<file path="config.mk">
export PLATFORM = sky130hd
export DESIGN_NAME = rtchu_front
export DESIGN_NICKNAME = d
export VERILOG_FILES = /design/src/rtchu_pkg.sv /design/src/rtchu_front.sv
export SDC_FILE = /design/constraint.sdc
export NUM_CORES = 1
export LEC_CHECK = 0
export BUFFER_PORTS_ARGS = -buffer_cell sky130_fd_sc_hd__buf_4
export CAP_MARGIN = 40
export CELL_PAD_IN_SITES_DETAIL_PLACEMENT = 0
export CELL_PAD_IN_SITES_GLOBAL_PLACEMENT = 1
export CORE_MARGIN = 10
export CORE_UTILIZATION = 48
export CTS_CLUSTER_SIZE = 40
export DETAILED_ROUTE_END_ITERATION = 12
export HOLD_SLACK_MARGIN = 0.05
export MAX_ROUTING_LAYER = met4
export PLACE_DENSITY = 0.89
export SYNTH_ARGS = -nofsm -noshare
export SYNTH_HDL_FRONTEND = slang
export SYNTH_SLANG_ARGS = --single-unit
</file>
<file path="constraint.sdc">
create_clock -name aclk -period 39 [get_ports aclk]
set_input_delay 9.75 -clock aclk [delete_from_list [all_inputs] [get_ports aclk]]
set_output_delay 9.75 -clock aclk [all_outputs]
set_load 0.02 [all_outputs]
</file>
<file path="src/rtchu_pkg.sv">
package rtchu_pkg;

    // Coordinate format: signed, COORD_BITS wide. The fraction point drops out
    // of every ratio, so it has no hardware of its own.
    localparam int COORD_BITS = 16;

    localparam int FW  = 48;                // packed vector port width
    localparam int CW  = COORD_BITS;        // coordinate
    localparam int EW  = CW + 1;            // edge / offset vector element
    localparam int PW  = 2 * CW + 2;        // p = d x e2
    localparam int QW  = 2 * CW + 3;        // q = s x e1
    localparam int NW  = 3 * CW + 6;        // determinant and numerators
    localparam int TW  = 32;                // Q16.16 distance
    localparam int BW  = 17;                // Q1.16 barycentric
    localparam int IW  = 16;                // face index
    localparam int FS  = 16;                // fraction bits of the quotients
    localparam int QB  = 32;                // quotient bits per division
    localparam int DCW = $clog2(QB + 1);    // division step counter
    localparam int OVF_SHIFT = TW - 1 - FS; // t overflows when |T| >= D << this

    localparam logic [TW-1:0] T_POS_CAP = {1'b0, {(TW-1){1'b1}}};
    localparam logic [TW-1:0] T_NEG_CAP = {1'b1, {(TW-1){1'b0}}};

    typedef logic signed [CW-1:0] coord_t;
    typedef logic signed [EW-1:0] edge_t;

    typedef struct packed {
        coord_t [2:0]           dir;
        edge_t  [2:0]           e1;
        edge_t  [2:0]           e2;
        edge_t  [2:0]           s;
        logic signed [TW-1:0]   t_lo;
        logic signed [TW-1:0]   t_hi;
        logic [IW-1:0]          face;
        logic                   first;
        logic                   last;
    } job_t;

    typedef struct packed {
        logic           start;
        logic [NW-1:0]  num;
        logic [NW-1:0]  den;
    } div_req_t;

    typedef struct packed {
        logic           done;
        logic [QB-1:0]  quot;
    } div_rsp_t;

endpackage

</file>
<file path="src/rtchu_front.sv">
module rtchu_front
    import rtchu_pkg::*;
(
    input  logic                 aclk,
    input  logic                 aresetn,
    input  logic                 s_valid,
    output logic                 s_ready,
    input  logic [FW-1:0]        s_ray_origin,
    input  logic [FW-1:0]        s_ray_direction,
    input  logic signed [TW-1:0] s_t_lower,
    input  logic signed [TW-1:0] s_t_upper,
    input  logic [FW-1:0]        s_vertex_a,
    input  logic [FW-1:0]        s_vertex_b,
    input  logic [FW-1:0]        s_vertex_c,
    input  logic [IW-1:0]        s_face_index,
    input  logic                 s_first_of_ray,
    input  logic                 s_last_of_ray,
    output logic                 deq_valid,
    input  logic                 deq_ready,
    output job_t                 deq_job
);

    job_t       job_in;
    job_t       queue_reg [2];
    logic       wr_ptr_reg;
    logic       rd_ptr_reg;
    logic [1:0] count_reg;
    logic       push;
    logic       pop;

    // Unpack and form the edge vectors on the way in.
    always_comb begin
        coord_t o;
        coord_t a;
        coord_t b;
        coord_t c;
        job_in = '0;
        for (int k = 0; k < 3; k++) begin
            o = s_ray_origin[k*CW +: CW];
            a = s_vertex_a[k*CW +: CW];
            b = s_vertex_b[k*CW +: CW];
            c = s_vertex_c[k*CW +: CW];
            job_in.dir[k] = s_ray_direction[k*CW +: CW];
            job_in.e1[k]  = EW'(b) - EW'(a);
            job_in.e2[k]  = EW'(c) - EW'(a);
            job_in.s[k]   = EW'(o) - EW'(a);
        end
        job_in.t_lo  = s_t_lower;
        job_in.t_hi  = s_t_upper;
        job_in.face  = s_face_index;
        job_in.first = s_first_of_ray;
        job_in.last  = s_last_of_ray;
    end

    assign s_ready   = (count_reg != 2'd2);
    assign deq_valid = (count_reg != 2'd0);
    assign deq_job   = queue_reg[rd_ptr_reg];
    assign push      = s_valid && s_ready;
    assign pop       = deq_valid && deq_ready;

    always_ff @(posedge aclk) begin
        if (!aresetn) begin
            wr_ptr_reg <= 1'b0;
            rd_ptr_reg <= 1'b0;
            count_reg  <= 2'd0;
        end else begin
            if (push) begin
                queue_reg[wr_ptr_reg] <= job_in;
                wr_ptr_reg <= ~wr_ptr_reg;
            end
            if (pop) begin
                rd_ptr_reg <= ~rd_ptr_reg;
            end
            if (push && !pop) begin
                count_reg <= count_reg + 2'd1;
            end else if (pop && !push) begin
                count_reg <= count_reg - 2'd1;
            end
        end
    end

endmodule

</file>
**Word level (Yosys, flattened, before mapping)**

Memories as Yosys holds them, arrays and structs flattened. A register that Yosys moved wholly into a read port is not among the register bits.
Index checks and enable logic that the tools add are counted.

- Logic and storage cells: 33
- Bits of input ports: 326
- Output and inout port bits: 285
- Memories: 1
- Bits in registers: 4
- Bits in writable memories: 566

- Mux-type cells: 7
- Reductions and logical operators: 8
- Eq/ne operators: 1
- Bitwise logic cells: 2
- Add/sub/neg operators: 11

Memories:

| name | words | width | rd ports | clocked after memory_dff | write ports | RTL line | RTL |
|---|---|---|---|---|---|---|---|
| queue_reg | 2 | 283 | 1 | 1 | 1 | rtchu_front.sv:24 | `job_t queue_reg [2];` |

Operators by type and width:

| cell | number |
|---|---|
| subtractor 16 x 16 -> 17 bit | 9 |
| two-way mux 1 bit | 5 |
| logical AND 1 bit | 4 |
| two-way mux 2 bit | 2 |
| nonzero test 2 bit | 2 |
| adder 2 x 1 -> 2 bit, second input constant | 1 |
| zero test 1 bit | 2 |
| != test 2 bit, second input constant | 1 |
| NOT 1 bit | 2 |
| subtractor 2 x 1 -> 2 bit, second input constant | 1 |

**Logic depth before layout (Yosys ltp)**

- Depth after elaboration: 6
- Gate-level depth with buffers: 9
- Mapped depth without buffers: 9

**Worst setup path after synthesis**

Ideal clock, no wire load.

- Path type: input-to-reg
- Start point: in s_valid
- End point: mem queue_reg[0][0] (netlist bit), enable pin
- Arrival time: 21794 ps
- Buffers on the path: 0
- Stages: 3
- Data required time: 38065 ps
- Setup time: 935 ps
- Slack: 16271 ps
- Cell sequence: and2_0 > nand2_1 > nor2_1

- Longest elaborated chain between the ends: 4

RTL lines:

| item | RTL line | RTL |
|---|---|---|
| start, declared | rtchu_front.sv:6 | `input logic s_valid,` |
| logical AND 1 bit | rtchu_front.sv:58 | `assign push = s_valid && s_ready;` |
| two-way mux 1 bit | rtchu_front.sv:67 | `if (push) begin` |
| two-way mux 1 bit | rtchu_front.sv:62 | `if (!aresetn) begin` |
| two-way mux 1 bit (implied by the code) | rtchu_front.sv:68 | `queue_reg[wr_ptr_reg] <= job_in;` |
| end, declared | rtchu_front.sv:24 |  |

Every way passes these cells.

==> flow_summary.toml <==
[synth]
syn-num-nets = 2383
synth_top_flop_cell = "edfxtp_1"
synth-edff-count = 566
synth_cells = 1903
ys_seq_elements = 571
yosysSeqAreaShare_pct = 62.2
avgSynthCellArea_sq_um = 14.4
yosys.cell_types.count = 67
async_flop_share_pct = 0
synth_area_sq_mm = 0.0275
ys_warn_count = 0

[place]
place_hpwl_microns = 59800
gp_congestion = 0.889
dpl.cell_count = 3236
post_dp_cell_area_sq_mm = 0.0331
io_buffers = 610

[clock_network]
clk_path_buf_depth = 3
postCtsHoldBufs = 0
cts_sinks = 571
clk_pin_slew_ns = 0.06
cts_tree = "done"
root_buffer = "clkbuf_16"
cts_setup_buffers = 0
insertion_delay_ns = 0.61
cts_resized = 0
cts_buffers = 61
h-tree-depth = 2

[drt]
viasPerCell = 5.44
firstDrtPassIters = 5
wl_per_cell_microns = 23.1
drt_iter0_drc = 1151
drc = 0
vias = 18300
ant_nets = 0
wirelength_microns = 77700

[timing]
hold_violations = 0
finalSetupViolations = 0
fin_crit_sh_pct = 33.0
timing.setup.tns_ns = 0
slew_headroom_pct = 5.88
rsz0062_at_grt = "no"
max_freq_ghz = 0.0777
worstMarginPinSlew_ns = 1.41
post-route-min-period_ns = 12.87
skew_ns = 0.0162
finalMaxSlewViolations = 0

[power_and_ir_drop]
comb_power_share_pct = 31.8
power_density_mw_per_mm2 = 57.0
irDropWorstVdd_v = 0.0000508
power.share.sequential_pct = 38.5
clkPwrFrac_pct = 29.8
p_int_uw = 1390
p_sw_share_pct = 30.5
power.leakage_uw = 0.0138
p_sw_uw = 611

[floorplanning]
core_sq_mm = 0.0565
dieArea_sq_mm = 0.0672
std_cell_rows = 87
die_h_microns = 259
io_pins = 611
chipWidth_microns = 259
start_util_pct = 48.6

[critical_path]
crit_path_end = "deq_job[24]"
cp.required_ns = 29.25
reg2reg_depth = 8
ff2ff_setup_slack_ns = 35.48
end_kind = "output pin"
r2r-start = "count_reg[0]"
r2r-end = "queue_reg[0][180]"
arrival_ns = 3.12
worstPathMaxFanout = 178
start_kind = "flip-flop"
worstSetupPathType = "flip-flop to output pin"

[cells_and_area]
final_area_sq_mm = 0.0352
layout.cells.non_filler = 3368
nNetsFinal = 3023
utilization_pct = 62.3
drive_gt1_share_pct = 39.0
area_delta_synth_final_pct = 28.0
largest_register_ffs = 566

[grt]
overflow = 0
grt.total_usage_pct = 22.7
grt_pass1_vias = 18800
grt_pass1_wl_microns = 113000
antenna_found_initial = 18
grt_max_degree = 179

[run_status]
status = "completed"

[run]
drv_cap = 0

[hold_path]
hp-class = "flip-flop to flip-flop"
[cells in the mapped netlist (all sizes together) (18+ instances only)]
library cell  number  share of area [%]
a21o              38                1.0
a211oi            18               0.49
nand2             60               0.82
clkbuf            45               0.62
xor2              27               0.86
nor2              97                1.3
o21a              30               0.82
inv              110                1.5
a21oi             94                1.7
ha               145                6.6
nor2b             23               0.55
a31oi             19               0.43
xnor2             74                2.4
mux2             284                 12
nand2b            19               0.43
edfxtp           566                 62
o21ai             72                1.3
[worst max-delay path, stage by stage (launching register included)]
cell	delay (ns)
dfxtp_4	0.47
buf_16	0.29
buf_12	0.46
mux2_2	0.47
buf_4	0.18
[through the flow]
| stage | hold slack, ns | setup WS (ns) | total power (uW) |
|---|---|---|---|
| 2_1_floorplan | 0.473 | 16.27 | 1180 |
| 3_3_place_gp | 0.489 | 25.71 | 1410 |
| 3_5_place_dp | 0.517 | 26.30 | 1420 |
| 4_1_cts | 0.514 | 26.25 | 2020 |
| 5_1_grt | 0.541 | 26.13 | 2080 |
| 6_report | 0.519 | 26.13 | 2010 |
[placed cells by master, fill, tap and decap left out, types with 5 or more instances in the layout]
master and count:
inv_1 110, o21ai_0 72, ha_1 145, nand4_1 8
a211oi_1 18, o31ai_1 8, a21oi_1 94, mux2_2 284
fa_1 9, o21a_1 30, xnor2_1 74, o211ai_1 7
nor2_1 96, a21o_1 38, edfxtp_1 566, bufinv_16 11
o311ai_0 6, nand3b_1 7, nand2_1 60, a31oi_1 19
nor2b_1 22, xor2_1 27, and2_1 6, and3_1 6
buf_4 616, clkbuf_1 12, clkinv_1 12, nor3_1 11
or3_1 5, nand2b_1 19, nand3_1 16, a211o_1 9
a21boi_0 5, clkbuf_16 61, clkinv_2 10, o31a_1 9
diode_2 18
[worst min-delay path by stage]
| stage | end | start | slack (ns) | cells after the start |
|---|---|---|---|---|
| floorplan | count_reg[1] | count_reg[1] | 0.47 | 2 |
| global placement | count_reg[1] | count_reg[1] | 0.49 | 2 |
| detailed placement | count_reg[1] | count_reg[1] | 0.52 | 2 |
| CTS | count_reg[1] | count_reg[1] | 0.51 | 2 |
| global route | count_reg[1] | count_reg[1] | 0.54 | 2 |
| finish | count_reg[1] | count_reg[1] | 0.52 | 2 |
[power by group through the flow]
stage	Sequential [uW]	Combinational (uW)	Clock, uW
2_1_floorplan	801	380	0
4_1_cts	771	642	608
5_1_grt	775	676	632
3_3_place_gp	789	616	0
3_5_place_dp	784	638	0
6_report	771	637	597
[per-layer routing]
metal | up-vias | track usage, % | part of all wire, %
met2 | 637 | 38.8 | 51
li1 | 8583 | - | -
met5 | - | - | 0
met1 | 8999 | 25.2 | 38
met4 | 0 | 6.30 | 2.4
met3 | 107 | 7.07 | 8.4
[kinds of logic (layout without fill, tap and decap cells)]
family	after synthesis	after routing	synth area share [%]
and+or+nand+nor	279	279	4.94
adders and majority gates	154	154	7.26
muxes	286	286	11.7
AOI/OAI and AO/OA	356	356	8.53
buffers and inverters	156	847	2.14
xor gates and xnor gates	101	101	3.22
DFF	571	571	62.2
other	0	18	0
[final cells by class]
cell class / instances / area, sq um
Clock inverter: 41 / 514
Inverter: 110 / 413
Sequential cell: 571 / 17100
Clock buffer: 73 / 1570
Antenna cell: 18 / 45.0
Tap cell: 756 / 946
Timing Repair Buffer: 623 / 4790
Multi-Input combinational cell: 1176 / 9810
Fill cell: 4194 / 21300
(Power assumes the default switching activity.)
