--- src/rtchu_pkg.sv ---
package rtchu_pkg;

    // Coordinate format: signed, COORD_BITS wide. The fraction point drops out
    // of every ratio, so it has no hardware of its own.
    localparam int COORD_BITS = 16;

    localparam int FW  = 48;                // packed vector port width
    localparam int CW  = COORD_BITS;        // coordinate
    localparam int EW  = CW + 1;            // edge / offset vector element
    localparam int PW  = 2 * CW + 2;        // p = d x e2
    localparam int QW  = 2 * CW + 3;        // q = s x e1
    localparam int NW  = 3 * CW + 6;        // determinant and numerators
    localparam int TW  = 32;                // Q16.16 distance
    localparam int BW  = 17;                // Q1.16 barycentric
    localparam int IW  = 16;                // face index
    localparam int FS  = 16;                // fraction bits of the quotients
    localparam int QB  = 32;                // quotient bits per division
    localparam int DCW = $clog2(QB + 1);    // division step counter
    localparam int OVF_SHIFT = TW - 1 - FS; // t overflows when |T| >= D << this

    localparam logic [TW-1:0] T_POS_CAP = {1'b0, {(TW-1){1'b1}}};
    localparam logic [TW-1:0] T_NEG_CAP = {1'b1, {(TW-1){1'b0}}};

    typedef logic signed [CW-1:0] coord_t;
    typedef logic signed [EW-1:0] edge_t;

    typedef struct packed {
        coord_t [2:0]           dir;
        edge_t  [2:0]           e1;
        edge_t  [2:0]           e2;
        edge_t  [2:0]           s;
        logic signed [TW-1:0]   t_lo;
        logic signed [TW-1:0]   t_hi;
        logic [IW-1:0]          face;
        logic                   first;
        logic                   last;
    } job_t;

    typedef struct packed {
        logic           start;
        logic [NW-1:0]  num;
        logic [NW-1:0]  den;
    } div_req_t;

    typedef struct packed {
        logic           done;
        logic [QB-1:0]  quot;
    } div_rsp_t;

endpackage

--- src/rtchu_div.sv ---
module rtchu_div
    import rtchu_pkg::*;
(
    input  logic     aclk,
    input  logic     aresetn,
    input  div_req_t div_req,
    output div_rsp_t div_rsp
);

    // Restoring division of num * 2^FS by den, one quotient bit per cycle.
    // Caller guarantees the quotient fits in QB bits.
    logic [NW-1:0]  rem_reg;
    logic [NW-1:0]  den_reg;
    logic [QB-1:0]  shf_reg;
    logic [QB-1:0]  quot_reg;
    logic [DCW-1:0] cnt_reg;
    logic           busy_reg;
    logic           done_reg;
    logic [NW:0]    trial;
    logic [NW:0]    diff;
    logic           ge;

    assign trial = {rem_reg, shf_reg[QB-1]};
    assign diff  = trial - {1'b0, den_reg};
    assign ge    = (trial >= {1'b0, den_reg});

    always_ff @(posedge aclk) begin
        if (!aresetn) begin
            busy_reg <= 1'b0;
            done_reg <= 1'b0;
            cnt_reg  <= '0;
        end else begin
            done_reg <= 1'b0;
            if (div_req.start) begin
                rem_reg  <= {{FS{1'b0}}, div_req.num[NW-1:FS]};
                shf_reg  <= {div_req.num[FS-1:0], {(QB-FS){1'b0}}};
                den_reg  <= div_req.den;
                cnt_reg  <= DCW'(QB);
                busy_reg <= 1'b1;
            end else if (busy_reg) begin
                rem_reg  <= ge ? diff[NW-1:0] : trial[NW-1:0];
                shf_reg  <= {shf_reg[QB-2:0], 1'b0};
                quot_reg <= {quot_reg[QB-2:0], ge};
                cnt_reg  <= cnt_reg - 1'b1;
                if (cnt_reg == DCW'(1)) begin
                    busy_reg <= 1'b0;
                    done_reg <= 1'b1;
                end
            end
        end
    end

    assign div_rsp.done = done_reg;
    assign div_rsp.quot = quot_reg;

endmodule

--- config.mk ---
export PLATFORM = sky130hd
export DESIGN_NAME = rtchu_div
export DESIGN_NICKNAME = d
export VERILOG_FILES = /design/src/rtchu_pkg.sv /design/src/rtchu_div.sv
export SDC_FILE = /design/constraint.sdc
export NUM_CORES = 1
export LEC_CHECK = 0
export ABC_AREA = 1
export BUFFER_PORTS_ARGS = -buffer_cell sky130_fd_sc_hd__buf_4
export CORE_AREA = 2 2 184 186
export CTS_CLUSTER_DIAMETER = 80
export DETAILED_ROUTE_END_ITERATION = 7
export DIE_AREA = 0 0 186 188
export PLACE_DENSITY = 0.52
export SLEW_MARGIN = 20
export SYNTH_ARGS = -nofsm -noshare
export SYNTH_HDL_FRONTEND = slang
export SYNTH_SLANG_ARGS = --single-unit
--- constraint.sdc ---
create_clock -name aclk -period 7.4 [get_ports aclk]
set_input_delay 0.74 -clock aclk [delete_from_list [all_inputs] [get_ports aclk]]
set_output_delay 0.74 -clock aclk [all_outputs]
set_load 0.01 [all_outputs]
# Word-level counts from Yosys, hierarchy flattened

Cells that the tools add are included.

Bitwise logic cells: 3
Eq/ne operators: 1
$lt $le $gt $ge: 1
Reductions and logical operators: 6
$add $sub $neg: 2
Mux-type cells: 11

Operators by type and width:

| cell                                                                   | number |
|---|---|
| 54-bit two-way mux                                                     | 2 |
| 32-bit two-way mux                                                     | 2 |
| 55-bit by 54-bit greater-or-equal comparator with 1-bit output         | 1 |
| 54-bit subtractor                                                      | 1 |
| 38-bit two-way mux                                                     | 1 |
| 6-bit two-way mux                                                      | 2 |
| 6-bit by 1-bit equality test with 1-bit output (second input constant) | 1 |
| 6-bit by 1-bit subtractor with 6-bit output (second input constant)    | 1 |
| 1-bit two-way mux                                                      | 4 |
| 2-bit AND reduction                                                    | 2 |
| 1-bit NOT                                                              | 3 |
| 3-bit AND reduction                                                    | 1 |
| 3-bit OR reduction                                                     | 1 |
| 2-bit nonzero test                                                     | 1 |
| 2-bit OR reduction                                                     | 1 |

Input port bits: 111
Logic and storage cells: 34
Flip-flop bits (word level): 179
Output and inout bits: 33

# Longest topological paths before layout

Depth in word-level cells: 4
Mapped depth: 16
Depth with buffers taken out: 16

# Worst setup path after synthesis

OpenSTA, ideal clock, no wires.

Path type: input-to-reg
Start: input port div_req[108] in the netlist's numbering
End: register rem_reg[0], enable pin
Slack: 4361 ps
Arrival: 2609 ps
Stages: 3
Setup time: 430 ps
Required time: 6970 ps
Cell sequence: clkbuf_1 nand2_1 nand2_1

Cells in the longest elaborated chain, start to end: 2

Ends and longest elaborated chain:

| item                                 | RTL line        | text |
|---|---|---|
| start: declaration                   | rtchu_div.sv:6  | `input div_req_t div_req,` |
| 2-bit nonzero test (no source line)  | n/a             |  |
| 2-bit AND reduction (no source line) | n/a             |  |
| end signal: assignment               | rtchu_div.sv:35 | `rem_reg <= {{FS{1'b0}}, div_req.num[NW-1:FS]};` |
| end signal: assignment               | rtchu_div.sv:41 | `rem_reg <= ge ? diff[NW-1:0] : trial[NW-1:0];` |
| end: declaration                     | rtchu_div.sv:12 | `logic [NW-1:0] rem_reg;` |

Every way passes these cells.
A chain may end at the register's enable or synchronous reset.

# Final worst setup path

Start: register rem_reg[14]
End: register rem_reg[39], data pin

Cells in the longest elaborated chain, start to end: 3
Elaborated cells between the ends (all ways): 4
Those cells by class: add/sub (1); order compare (1); mux (2)

Ends and longest elaborated chain:

| item                                                                                                       | RTL line                         | text |
|---|---|---|
| 54-bit subtractor / 55-bit by 54-bit greater-or-equal comparator with 1-bit output (equally long branches) | rtchu_div.sv:24, rtchu_div.sv:25 |  |
| 54-bit two-way mux *                                                                                       | rtchu_div.sv:41                  |  |
| 54-bit two-way mux *                                                                                       | rtchu_div.sv:40                  | `end else if (busy_reg) begin` |

Every way passes the cells marked *; elsewhere a longest branch is shown, timed or not. The select of a mux whose other input is x is not followed.

==> parameters.txt <==
Parameter                              Value

Clocking
  Clock root cell    clkbuf_16
  Clock latency reported for the late side of the worst-skew pair    0.46 ns
  Count of H-tree levels built during CTS    4
  TritonCTS sink count    164
  Buffer depth of the longest clock path    2
  CTS tree    done
  Post-cts resize count    0
  Inserted Clock Buffers    17
  Clock-pin slew of the registers on the worst-case setup and hold paths    0.07 ns
  Hold Buf Count CTS    0
  Postcts setup bufs    0

STA
  Slew Limit Headroom    48.3%
  Slew at the pin closest to its max-slew limit    0.775 ns
  Setup repair after global routing missed its margin    false
  Max Clk Rate    291 MHz
  Final setup violation count    0
  Max Slew Vio Count    0
  Final critical delay including setup and external delays    3.43 ns
  Number of hold violations in the final report    0
  Final clock skew    0.0189 ns
  TNS Setup    0 ns
  Final worst path period share    46.4%

Detailed routing
  Starting DRT DRC Count    624
  Number of iterations in the first detailed-routing pass    5
  DRT antenna net count    0
  Via-per-instance ratio    4.60
  Routed vias    9898
  Number of DRC violations after detailed routing    0
  Final wirelength    34000 um
  Average routed wire per standard cell    15.8 um

Synth
  Number of nets in the synthesized netlist    1721
  Largest area contributor in the synthesized netlist    edfxtp_1
  Cell Area, Synth    11400 sq um
  Share of async-settable or async-resettable flops after synthesis    0%
  Average footprint of a synthesized cell    7.33 sq um
  List of most frequent post-synthesis cells    nand2_1 (564), inv_1 (281), edfxtp_1 (156)
  YS warnings    0
  Post-Synthesis Cells    1553
  Main flop type after synthesis    edfxtp_1
  Distinct cells, synth    40
  Number of synthesized register bits    164
  Portion of the post-synthesis area used by sequential elements    42.5%
  Most frequent cell after synthesis    nand2_1
  EDFF count, synth    156
  Largest cells by area after synthesis    edfxtp_1 (41%), nand2_1 (19%), inv_1 (9.3%)
  Share of Yosys cell area claimed by the top area cell type    41.1%

Power and ir drop
  Portion of total power attributed to the clock network    30.5%
  Internal power    2010 uW
  Total power    3140 uW
  Combinational share of power    32.8%
  Share of total power consumed by net switching    35.9%
  Power per cell area    232 nW/um^2
  Worst IR Drop VDD    0.167 mV
  Register share of total power    36.7%
  Leakage dissipation    0.00679 uW
  Switching power summed over all nets    1130 uW

Cells and area
  Signed area change from the synthesized netlist to the final layout    18.7%
  Diode count    0
  Combined area of the multi-input logic cells    5280 sq um
  Layout net count    1859
  FF/Latch Area    4840 sq um
  Number of filler cells placed in the layout    3544
  Fraction of final layout cells with drive strength greater than 1    13.1%
  Cell area after layout    13500 sq um

Worst setup path
  CP Data Required Time    7.61 ns
  Capturing element type of the critical path    flip-flop
  CP Max Fanout    61
  WS Path Type    flip-flop to flip-flop
  Data arrival time of the critical path    3.64 ns
  Startpoint type of the worst setup path    flip-flop

Placed design
  Number of port buffers    143
  Placed standard-cell area    12900 sq um
  Hpwl dp    26800 um
  Placer congestion estimate    0.938

GRT
  Antenna violations before repair    0
  Via count of the first global-routing pass    9792
  Sum of overflow across all layers after global routing    0
  Global-route usage over all layers    20.3%
  Maximum number of pins on one net before global-route repair    62
  Global-route wire length before repair    54200 um

Die
  Placeable Area    33100 sq um
  Die W    186 um
  Area of the die    35000 sq um
  Die height    188 um
  Number of ports placed on the die boundary    144
  Core Rows    67
  Initial Util    34.4%

Run status
  Result of the run    finished clean

Hold path
  Worst Hold Class    flip-flop to flip-flop

Run
  MaxCap Viol Count    0
cells by family after synthesis:
| family | synth area share (%) |
|---|---|
| buf+inv | 11.2 |
| xor+xnor | 1.77 |
| fa+ha+maj | 6.33 |
| compound gates | 5.40 |
| flops | 42.5 |
| simple gates | 32.8 |
power groups by stage:
stage	combinational (uW)	clock, uW	sequential, uW
after global routing	1180	1020	1160
after detailed placement	1030	0	1170
after CTS	1030	984	1160
after floorplan	724	0	1170
final	1030	958	1150
after global placement	1030	0	1170
worst paths after layout:
path	startpoint	end	slack [ns]	cells after the start
worst max-delay path	rem_reg[14]$_DFFE_PP_	rem_reg[39]$_SDFFCE_PP0P_	3.97	12
worst min-delay path	quot_reg[15]$_DFFE_PP_	quot_reg[16]$_DFFE_PP_	0.45	0
worst max register to register	rem_reg[14]$_DFFE_PP_	rem_reg[39]$_SDFFCE_PP0P_	3.97	12
worst min register to register	quot_reg[15]$_DFFE_PP_	quot_reg[16]$_DFFE_PP_	0.45	0
final cells by class:
class                   count  area share [%]
clock inverters            14            1.44
multi-input cells        1064            39.0
repair buffers            147            8.16
inverters                 297            8.24
clock buffers              18            3.17
flip-flops and latches    164            35.8
well taps                 448            4.14
stage by stage:
| step | hold slack [ns] | setup slack (ns) | cells | util (%) |
|---|---|---|---|---|
| after global placement | 0.434 | 3.93 | 2120 | 39.0 |
| after global routing | 0.439 | 3.65 | 2152 | 40.8 |
| after CTS | 0.435 | 4.01 | 2152 | 40.8 |
| final | 0.448 | 3.97 | 2152 | 40.8 |
| after floorplan | 0.422 | 4.36 | 1553 | - |
| after detailed placement | 0.434 | 4.03 | 2120 | 39.0 |
cell usage in the layout (no fill, tap or decap), types with 3 or more instances in the layout:
cell | Yosys | layout
nand2_1 | 564 | 563
nand4_1 | 10 | 10
nand3_1 | 108 | 108
bufinv_16 | 0 | 3
a21oi_1 | 63 | 63
edfxtp_1 | 156 | 156
o21ai_1 | 14 | 14
clkinvlp_4 | 0 | 3
clkbuf_16 | 0 | 17
dfxtp_1 | 8 | 8
inv_6 | 0 | 5
buf_4 | 4 | 147
nor2_2 | 11 | 12
nor3_1 | 9 | 9
xnor2_1 | 21 | 21
ha_1 | 56 | 56
o21ai_0 | 26 | 26
nand2_2 | 6 | 7
inv_1 | 281 | 280
nand3b_1 | 44 | 44
o21bai_1 | 9 | 9
inv_2 | 16 | 17
nor2_1 | 103 | 102
layer usage:
layer | track usage, % | vias to the layer above | wire (um)
met4 | 5.78 | 0 | 586
met3 | 3.63 | 30 | 1640
li1 | - | 5174 | -
met5 | 0 | - | 0
met1 | 29.6 | 4469 | 17200
met2 | 30.8 | 225 | 14600
critical path, cell delays in order (launching register included):
cell	delay (ns)
edfxtp_1	0.46
ha_1	0.44
nand2_1	0.13
nor2_2	0.17
nand2_1	0.12
nor2_1	0.12
nand2_1	0.07
nand3_2	0.15
nand3b_4	0.54
nand2_8	0.59
inv_2	0.14
a21oi_1	0.14
nor2_1	0.05
Power figures use the tool's default switching activity.
